**src/cdq_pkg.sv**
```systemverilog
// ----------------------------------------------------------------------------
// cdq_pkg: shared types and constants for the circular deque
// depth, index width, operation and status codes, control structs
// ----------------------------------------------------------------------------
package cdq_pkg;

  localparam int DEPTH  = 64;
  localparam int IDX_W  = $clog2(DEPTH);
  localparam int DATA_W = 32;

  typedef logic [IDX_W-1:0] idx_t;

  typedef enum logic [1:0] {
    MODE_PUSH_FRONT = 2'd0,
    MODE_PUSH_BACK  = 2'd1,
    MODE_POP_FRONT  = 2'd2,
    MODE_POP_BACK   = 2'd3
  } mode_t;

  typedef enum logic [1:0] {
    ST_DONE  = 2'd0,
    ST_FULL  = 2'd1,
    ST_EMPTY = 2'd2
  } status_t;

  typedef struct packed {
    logic accept;
    logic capture;
  } ctrl_cmd_t;

  typedef struct packed {
    logic pop_hit;
  } dp_stat_t;

  function automatic idx_t wrap_next(input idx_t i);
    return (i == idx_t'(DEPTH - 1)) ? '0 : idx_t'(i + 1'b1);
  endfunction

  function automatic idx_t wrap_prev(input idx_t i);
    return (i == '0) ? idx_t'(DEPTH - 1) : idx_t'(i - 1'b1);
  endfunction

endpackage

```
**src/cdq_if.sv**
```systemverilog
// ----------------------------------------------------------------------------
// cdq_if: request and result channels of the circular deque
// valid/ready handshake with the operation or result payload
// ----------------------------------------------------------------------------
interface cdq_req_if;
  import cdq_pkg::*;

  logic               valid;
  logic               ready;
  mode_t              mode;
  logic signed [31:0] data_in;

  modport source (output valid, mode, data_in, input ready);
  modport sink   (input valid, mode, data_in, output ready);
endinterface

interface cdq_rsp_if;
  import cdq_pkg::*;

  logic               valid;
  logic               ready;
  status_t            status;
  logic signed [31:0] data_out;
  logic               now_empty;
  logic               now_full;

  modport source (output valid, status, data_out, now_empty, now_full, input ready);
  modport sink   (input valid, status, data_out, now_empty, now_full, output ready);
endinterface

```
**src/circular_deque.sv**
```systemverilog
// ----------------------------------------------------------------------------
// circular_deque: double-ended queue in a ring store
// push and pop at either end, refusals flagged, empty and full reported
//
//   channel  dir  handshake          payload
//   req      in   req.valid/ready    mode, data_in
//   rsp      out  rsp.valid/ready    status, data_out, now_empty, now_full
//
// one request at a time: a push or a refused request shows its result in the
// cycle after the request edge; a pop passes the registered read of the ring
// ram and then the result register before its result shows
// the result holds until rsp.ready; req.ready stays low meanwhile
// reset (rst, synchronous) empties the deque at once, no clearing pass
// ----------------------------------------------------------------------------
module circular_deque (
  input logic  clk,
  input logic  rst,
  cdq_req_if.sink   req,
  cdq_rsp_if.source rsp
);
  import cdq_pkg::*;

  ctrl_cmd_t cmd;
  dp_stat_t  stat;

  cdq_ctrl u_ctrl (
    .clk       (clk),
    .rst       (rst),
    .in_valid  (req.valid),
    .in_ready  (req.ready),
    .out_valid (rsp.valid),
    .out_ready (rsp.ready),
    .stat      (stat),
    .cmd       (cmd)
  );

  cdq_datapath u_dp (
    .clk       (clk),
    .rst       (rst),
    .cmd       (cmd),
    .stat      (stat),
    .mode      (req.mode),
    .data_in   (req.data_in),
    .status    (rsp.status),
    .data_out  (rsp.data_out),
    .now_empty (rsp.now_empty),
    .now_full  (rsp.now_full)
  );

endmodule

```
**src/cdq_ram.sv**
```systemverilog
// ----------------------------------------------------------------------------
// cdq_ram: generic single-write, single-read ram
// one write port, one read port with registered read data
// ----------------------------------------------------------------------------
module cdq_ram #(
  parameter int WIDTH = 32,
  parameter int DEPTH = 64
) (
  input  logic                     clk,
  input  logic                     wr_en,
  input  logic [$clog2(DEPTH)-1:0] wr_addr,
  input  logic [WIDTH-1:0]         wr_data,
  input  logic                     rd_en,
  input  logic [$clog2(DEPTH)-1:0] rd_addr,
  output logic [WIDTH-1:0]         rd_data
);

  logic [WIDTH-1:0] mem [DEPTH];

  always_ff @(posedge clk) begin
    if (wr_en) begin
      mem[wr_addr] <= wr_data;
    end
    if (rd_en) begin
      rd_data <= mem[rd_addr];
    end
  end

endmodule

```
**src/cdq_ctrl.sv**
```systemverilog
// ----------------------------------------------------------------------------
// cdq_ctrl: handshake controller of the circular deque
// takes one request, waits on the ram read for pops of a non-empty deque, holds the result
// ----------------------------------------------------------------------------
module cdq_ctrl (
  input  logic               clk,
  input  logic               rst,
  input  logic               in_valid,
  output logic               in_ready,
  output logic               out_valid,
  input  logic               out_ready,
  input  cdq_pkg::dp_stat_t  stat,
  output cdq_pkg::ctrl_cmd_t cmd
);
  import cdq_pkg::*;

  typedef enum logic [2:0] {
    S_IDLE     = 3'b001,
    S_POP_WAIT = 3'b010,
    S_HOLD     = 3'b100
  } state_t;

  state_t state, state_next;

  assign in_ready    = (state == S_IDLE);
  assign out_valid   = (state == S_HOLD);
  assign cmd.accept  = in_valid && in_ready;
  assign cmd.capture = (state == S_POP_WAIT);

  always_comb begin
    state_next = state;
    case (state)
      S_IDLE: begin
        if (cmd.accept) begin
          state_next = stat.pop_hit ? S_POP_WAIT : S_HOLD;
        end
      end
      S_POP_WAIT: begin
        state_next = S_HOLD;
      end
      S_HOLD: begin
        if (out_ready) begin
          state_next = S_IDLE;
        end
      end
      default: begin
        state_next = S_IDLE;
      end
    endcase
  end

  always_ff @(posedge clk) begin
    if (rst) begin
      state <= S_IDLE;
    end else begin
      state <= state_next;
    end
  end

  a_no_overlap: assert property (@(posedge clk) disable iff (rst)
    !(in_ready && out_valid))
    else $error("request taken while a result is pending");

  a_pop_waits: assert property (@(posedge clk) disable iff (rst)
    (cmd.accept && stat.pop_hit) |=> (cmd.capture ##1 out_valid))
    else $error("pop result not captured after ram read");

  a_push_direct: assert property (@(posedge clk) disable iff (rst)
    (cmd.accept && !stat.pop_hit) |=> out_valid)
    else $error("result not presented after request");

endmodule

```
**src/cdq_datapath.sv**
```systemverilog
// ----------------------------------------------------------------------------
// cdq_datapath: index registers, ring store and result registers
// moves head and tail, writes pushes, reads pops, forms the result
// ----------------------------------------------------------------------------
module cdq_datapath (
  input  logic               clk,
  input  logic               rst,
  input  cdq_pkg::ctrl_cmd_t cmd,
  output cdq_pkg::dp_stat_t  stat,
  input  cdq_pkg::mode_t     mode,
  input  logic signed [31:0] data_in,
  output cdq_pkg::status_t   status,
  output logic signed [31:0] data_out,
  output logic               now_empty,
  output logic               now_full
);
  import cdq_pkg::*;

  idx_t              head_idx, head_next;
  idx_t              tail_idx, tail_next;
  logic              empty_flag, empty_next;
  logic              full_now;
  logic              is_push;
  status_t           res_status;
  logic              wr_en;
  idx_t              wr_addr;
  idx_t              rd_addr;
  logic [DATA_W-1:0] rd_data;

  assign full_now = !empty_flag && (wrap_next(tail_idx) == head_idx);
  assign is_push  = (mode == MODE_PUSH_FRONT) || (mode == MODE_PUSH_BACK);
  assign stat.pop_hit = !is_push && !empty_flag;
  assign rd_addr  = (mode == MODE_POP_FRONT) ? head_idx : tail_idx;

  always_comb begin
    head_next  = head_idx;
    tail_next  = tail_idx;
    empty_next = empty_flag;
    wr_en      = 1'b0;
    wr_addr    = head_idx;
    res_status = ST_DONE;
    if (is_push) begin
      if (full_now) begin
        res_status = ST_FULL;
      end else if (empty_flag) begin
        head_next  = '0;
        tail_next  = '0;
        empty_next = 1'b0;
        wr_en      = cmd.accept;
        wr_addr    = '0;
      end else if (mode == MODE_PUSH_FRONT) begin
        head_next = wrap_prev(head_idx);
        wr_en     = cmd.accept;
        wr_addr   = head_next;
      end else begin
        tail_next = wrap_next(tail_idx);
        wr_en     = cmd.accept;
        wr_addr   = tail_next;
      end
    end else begin
      if (empty_flag) begin
        res_status = ST_EMPTY;
      end else if (head_idx == tail_idx) begin
        head_next  = '0;
        tail_next  = '0;
        empty_next = 1'b1;
      end else if (mode == MODE_POP_FRONT) begin
        head_next = wrap_next(head_idx);
      end else begin
        tail_next = wrap_prev(tail_idx);
      end
    end
  end

  cdq_ram #(
    .WIDTH (DATA_W),
    .DEPTH (DEPTH)
  ) u_ring (
    .clk     (clk),
    .wr_en   (wr_en),
    .wr_addr (wr_addr),
    .wr_data ($unsigned(data_in)),
    .rd_en   (cmd.accept && stat.pop_hit),
    .rd_addr (rd_addr),
    .rd_data (rd_data)
  );

  always_ff @(posedge clk) begin
    if (rst) begin
      head_idx   <= '0;
      tail_idx   <= '0;
      empty_flag <= 1'b1;
    end else if (cmd.accept) begin
      head_idx   <= head_next;
      tail_idx   <= tail_next;
      empty_flag <= empty_next;
    end
  end

  always_ff @(posedge clk) begin
    if (cmd.accept) begin
      status   <= res_status;
      data_out <= '0;
    end else if (cmd.capture) begin
      data_out <= $signed(rd_data);
    end
  end

  assign now_empty = empty_flag;
  assign now_full  = full_now;

  a_empty_idx: assert property (@(posedge clk) disable iff (rst)
    empty_flag |-> (head_idx == '0 && tail_idx == '0))
    else $error("empty deque with nonzero index");

  a_refuse_full: assert property (@(posedge clk) disable iff (rst)
    (cmd.accept && is_push && full_now) |=>
      ($stable(head_idx) && $stable(tail_idx) && !empty_flag))
    else $error("refused push changed the indices");

  a_push_fills: assert property (@(posedge clk) disable iff (rst)
    (cmd.accept && is_push) |=> !empty_flag)
    else $error("deque empty after a push");

endmodule
```
**src/flat_wrapper.sv**
```systemverilog
// flat-port wrapper written by rule: the top's interface ports become plain ports
module circular_deque_flat import cdq_pkg::*;
  (clk, rst, req_valid, req_mode, req_data_in, req_ready, rsp_valid, rsp_status, rsp_data_out, rsp_now_empty, rsp_now_full, rsp_ready);
  cdq_req_if req_i ();
  cdq_rsp_if rsp_i ();
  input logic clk;
  input logic rst;
  input wire logic [$bits(req_i.valid)-1:0] req_valid;
  input wire logic [$bits(req_i.mode)-1:0] req_mode;
  input wire logic [$bits(req_i.data_in)-1:0] req_data_in;
  output wire logic [$bits(req_i.ready)-1:0] req_ready;
  output wire logic [$bits(rsp_i.valid)-1:0] rsp_valid;
  output wire logic [$bits(rsp_i.status)-1:0] rsp_status;
  output wire logic [$bits(rsp_i.data_out)-1:0] rsp_data_out;
  output wire logic [$bits(rsp_i.now_empty)-1:0] rsp_now_empty;
  output wire logic [$bits(rsp_i.now_full)-1:0] rsp_now_full;
  input wire logic [$bits(rsp_i.ready)-1:0] rsp_ready;
  assign req_i.valid = req_valid;
  assign req_i.mode = req_mode;
  assign req_i.data_in = req_data_in;
  assign req_ready = req_i.ready;
  assign rsp_valid = rsp_i.valid;
  assign rsp_status = rsp_i.status;
  assign rsp_data_out = rsp_i.data_out;
  assign rsp_now_empty = rsp_i.now_empty;
  assign rsp_now_full = rsp_i.now_full;
  assign rsp_i.ready = rsp_ready;
  circular_deque u_core (.clk(clk), .rst(rst), .req(req_i), .rsp(rsp_i));
endmodule
```
**config.mk**
```make
export PLATFORM = sky130hd
export DESIGN_NAME = circular_deque_flat
export DESIGN_NICKNAME = d
export VERILOG_FILES = /design/src/cdq_pkg.sv /design/src/cdq_if.sv /design/src/circular_deque.sv /design/src/cdq_ram.sv /design/src/cdq_ctrl.sv /design/src/cdq_datapath.sv /design/src/flat_wrapper.sv
export SDC_FILE = /design/constraint.sdc
export NUM_CORES = 2
export LEC_CHECK = 0
export BUFFER_PORTS_ARGS = -buffer_cell sky130_fd_sc_hd__buf_2
export CORE_MARGIN = 1
export CORE_UTILIZATION = 57
export CTS_CLUSTER_DIAMETER = 120
export CTS_CLUSTER_SIZE = 16
export DETAILED_ROUTE_END_ITERATION = 8
export PLACE_DENSITY = 0.73
export SYNTH_ARGS = -nofsm -noshare
export SYNTH_HDL_FRONTEND = slang
export SYNTH_SLANG_ARGS = --single-unit
```
**constraint.sdc**
```tcl
create_clock -name clk -period 5.2 [get_ports clk]
set_input_delay 0.52 -clock clk [delete_from_list [all_inputs] [get_ports clk]]
set_output_delay 0.52 -clock clk [all_outputs]
set_load 0.01 [all_outputs]
```
==> impl_metrics.ini <==
[floorplan]
fp-row-count = 140
start_util_pct = 57.5
die_area_um2 = 149000
core-area_um2 = 146000
die_y_um = 385
boundaryPins = 76
die_x_um = 385

[finish]
fin_cells = 7751
layout-drive-gt1-share_pct = 10.3
area_delta_synth_final_pct = 9.73
mostFrequentLayoutCell = edfxtp_1
nNetsFinal = 5810
final_cell_mix = edfxtp_1 (2082), nand2_1 (1303), nand3_1 (393)

[placed_design]
io_buffer_count = 75
placed_cells = 7529
pre_cts_ws_ps = 756
gp_congestion = 0.932
dpl.hpwl_um = 124000

[yosys]
synth_ff_type = edfxtp_1
ys_types = 72
netlist_area_um2 = 83800
synth-edff-count = 2082
synth_area_leader_cell = edfxtp_1
ys_seq_area_share_pct = 75.8
ys_top_cells_by_area = edfxtp_1 (75%), nand2_1 (5.8%), mux2i_1 (4.2%), nand3_1 (2.3%), mux4_2 (1.7%)
synth_seq_cells = 2130
synth_top_area_share_pct = 74.6
avgSynthCellArea_um2 = 14.7
synth_fp_nets = 5757
postSynth.asyncResetShare_pct = 0
synth_warnings = 0
synthCells = 5713

[worst_setup_path]
cp-end-kind = register
reg2reg_slack_ps = 650
crit_arrival_ps = 5030
r2r_cells = 10
cp.required_ps = 5680
r2r-start = u_core.u_dp.tail_idx[0]
worstSetupStartpoint = u_core.u_dp.tail_idx[0]
r2r_end = u_core.u_dp.u_ring.mem[6][7]
critPathKind = register to register
startpoint_type = register
critical_path_peak_fanout = 32

[global_routing]
grt_pass1_wl_um = 329000
grt_pass1_vias = 48600
antenna_found_initial = 9
grtUsageTotal_pct = 30.8
grt_overflow = 0
grt_max_degree = 109

[sta]
slew_headroom_pct = 15.1
setup_violations = 0
drv_slew = 0
whs_ps = 115
tightest_slew_ps = 1270
rsz0062_at_grt = false
clock_skew_ps = 24.2
max_clock_freq_mhz = 220
hold_viol_final = 0
period_minus_slack_ps = 4550
setup_tns_ps = 0
timing.final.crit_share_pct = 87.6
finalWorstSetupSlack_ps = 647

[clock_network]
cts_tree = built
h-tree-depth = 4
clk_latency_ps = 810
cts_made_buffers = 151
cts_resized = 0
cts_setup_buffers = 0
clockBufferDepth = 3
cts-root-buf = clkbuf_16
clock-sinks = 2130
clkSlewWorstSetupHoldPaths_ps = 70

[detailed_routing]
wl_met1_um = 86100
wl_per_cell_um = 29.6
totalWireLength_um = 230000
routed.top_layer = met5
drc = 0
vias = 51300
wl_met2_um = 107000
dr_wl_met3_um = 27500
drt_first_pass_iters = 6
drtIter0Drc = 7681
antenna_left = 0
vias_per_cell = 6.61

[worst_hold_path]
min_to = u_core.u_ctrl.state[1]
whs_path_depth = 2
hold_class = primary input to register
hold_start = rst

[power_and_ir_drop]
p_per_area_nw_per_um2 = 356
power_leakage_nw = 29.3
ir_drop_uv = 376

[job]
cap_violations = 0

[outcome]
status = completed
[area by class of cell]
| cell class | instances | area [um2] |
|---|---|---|
| tap | 1917 | 2400 |
| antenna | 2 | 5.00 |
| clock inverter | 9 | 105 |
| sequential | 2130 | 63500 |
| clock buffer | 210 | 4150 |
| timing repair buffer | 263 | 2560 |
| multi-input combinational | 3206 | 19200 |
| inverter | 14 | 52.6 |
| fill | 10200 | 53800 |
[through the flow]
stage | instance area (um2) | power [W] | util, %
global placement | 87700 | 0.0220 | 60.1
floorplan | 83800 | 0.0208 | -
CTS | 91900 | 0.0328 | 63.1
global route | 91900 | 0.0335 | 63.1
finish | 91900 | 0.0327 | 63.1
detailed placement | 87700 | 0.0220 | 60.1
[report_power, final]
part / switching [W] / total [W] / internal, W
Combinational: 0.00195 / 0.00275 / 0.000793
Sequential: 0.0000378 / 0.0189 / 0.0189
Clock: 0.00552 / 0.0111 / 0.00554
[cells by family (layout without fill, tap and decap cells)]
| group | Yosys count | after routing | share of synthesized area (%) |
|---|---|---|---|
| AO/OA/AOI/OAI | 674 | 674 | 5.13 |
| XOR/XNOR | 12 | 12 | 0.125 |
| adder cells (fa/ha/maj) | 6 | 6 | 0.0896 |
| buffers and inverters | 377 | 496 | 1.93 |
| flip-flops | 2130 | 2130 | 75.8 |
| multiplexers | 415 | 415 | 5.90 |
| other | 0 | 2 | 0 |
| AND/OR/NAND/NOR | 2099 | 2099 | 11.1 |
[worst max path at each step]
stage,to,cells past startpoint,slack [ps]
2_1_floorplan,u_core.u_dp.u_ring.mem[17][0],10,990
3_3_place_gp,u_core.u_dp.u_ring.rd_data[31],9,770
3_5_place_dp,u_core.u_dp.u_ring.rd_data[31],9,760
4_1_cts,u_core.u_dp.u_ring.mem[8][5],9,770
5_1_grt,u_core.u_dp.u_ring.mem[8][27],9,540
6_report,u_core.u_dp.u_ring.mem[6][7],10,650
[sequential cells by signal, indices dropped and copies added (netlist names)]
register and cells:
u_core.u_dp.tail_idx 6, u_core.u_dp.data_out 32, u_core.u_dp.status 2, u_core.u_dp.head_idx 6, u_core.u_ctrl.state 3, u_core.u_dp.u_ring.mem 2048
u_core.u_dp.u_ring.rd_data 32, u_core.u_dp.now_empty 1
[cell usage after synthesis (4+ instances only)]
master     count
nor2_4        30
o21ai_0       34
o21bai_1       4
clkbuf_1     220
nand4_1      137
mux2i_1      352
o22ai_1      170
buf_1         51
clkinv_1       6
a211oi_1       9
nand2_1     1305
and3_1        14
nor3_1        20
buf_2         81
a221oi_1      14
o31ai_1        4
nand3_1      393
edfxtp_1    2082
ha_1           6
nand2b_1      11
mux4_2        63
a222oi_1       4
nor2b_1        9
nor4_1         4
or3_1         30
buf_6          5
dfxtp_1       48
o32ai_1       10
inv_1          6
nor2_1       113
a22oi_1       55
xnor2_1        4
xor2_1         8
and2_1         7
a31oi_1      144
o31ai_2        4
a32oi_1       20
or2_2          7
nand3b_1       5
a21oi_1      174
o2111ai_1      6
[routing by layer]
metal | track usage, % | up-vias
met3 | 6.62 | 470
met5 | 0 | -
li1 | - | 21700
met2 | 47.8 | 3431
met1 | 42.8 | 25700
met4 | 12.5 | 6
[critical path: stages, from the launching register on]
cell      delay [ps]
dfxtp_1          700
ha_1             500
nand3_1          260
nor2_1           380
or3_1            180
a2111o_1         380
nor2_2            80
or4b_4           830
buf_4            370
nor2_4           160
buf_12           290
[what timing repair did]
action | 4_1_cts | 5_1_grt
hold endpoints to repair | 1 | 0
endpoints found under the setup margin | 0 | 0
hold buffers | 1 | 0
No activity file was read; power rests on OpenSTA's default activity.
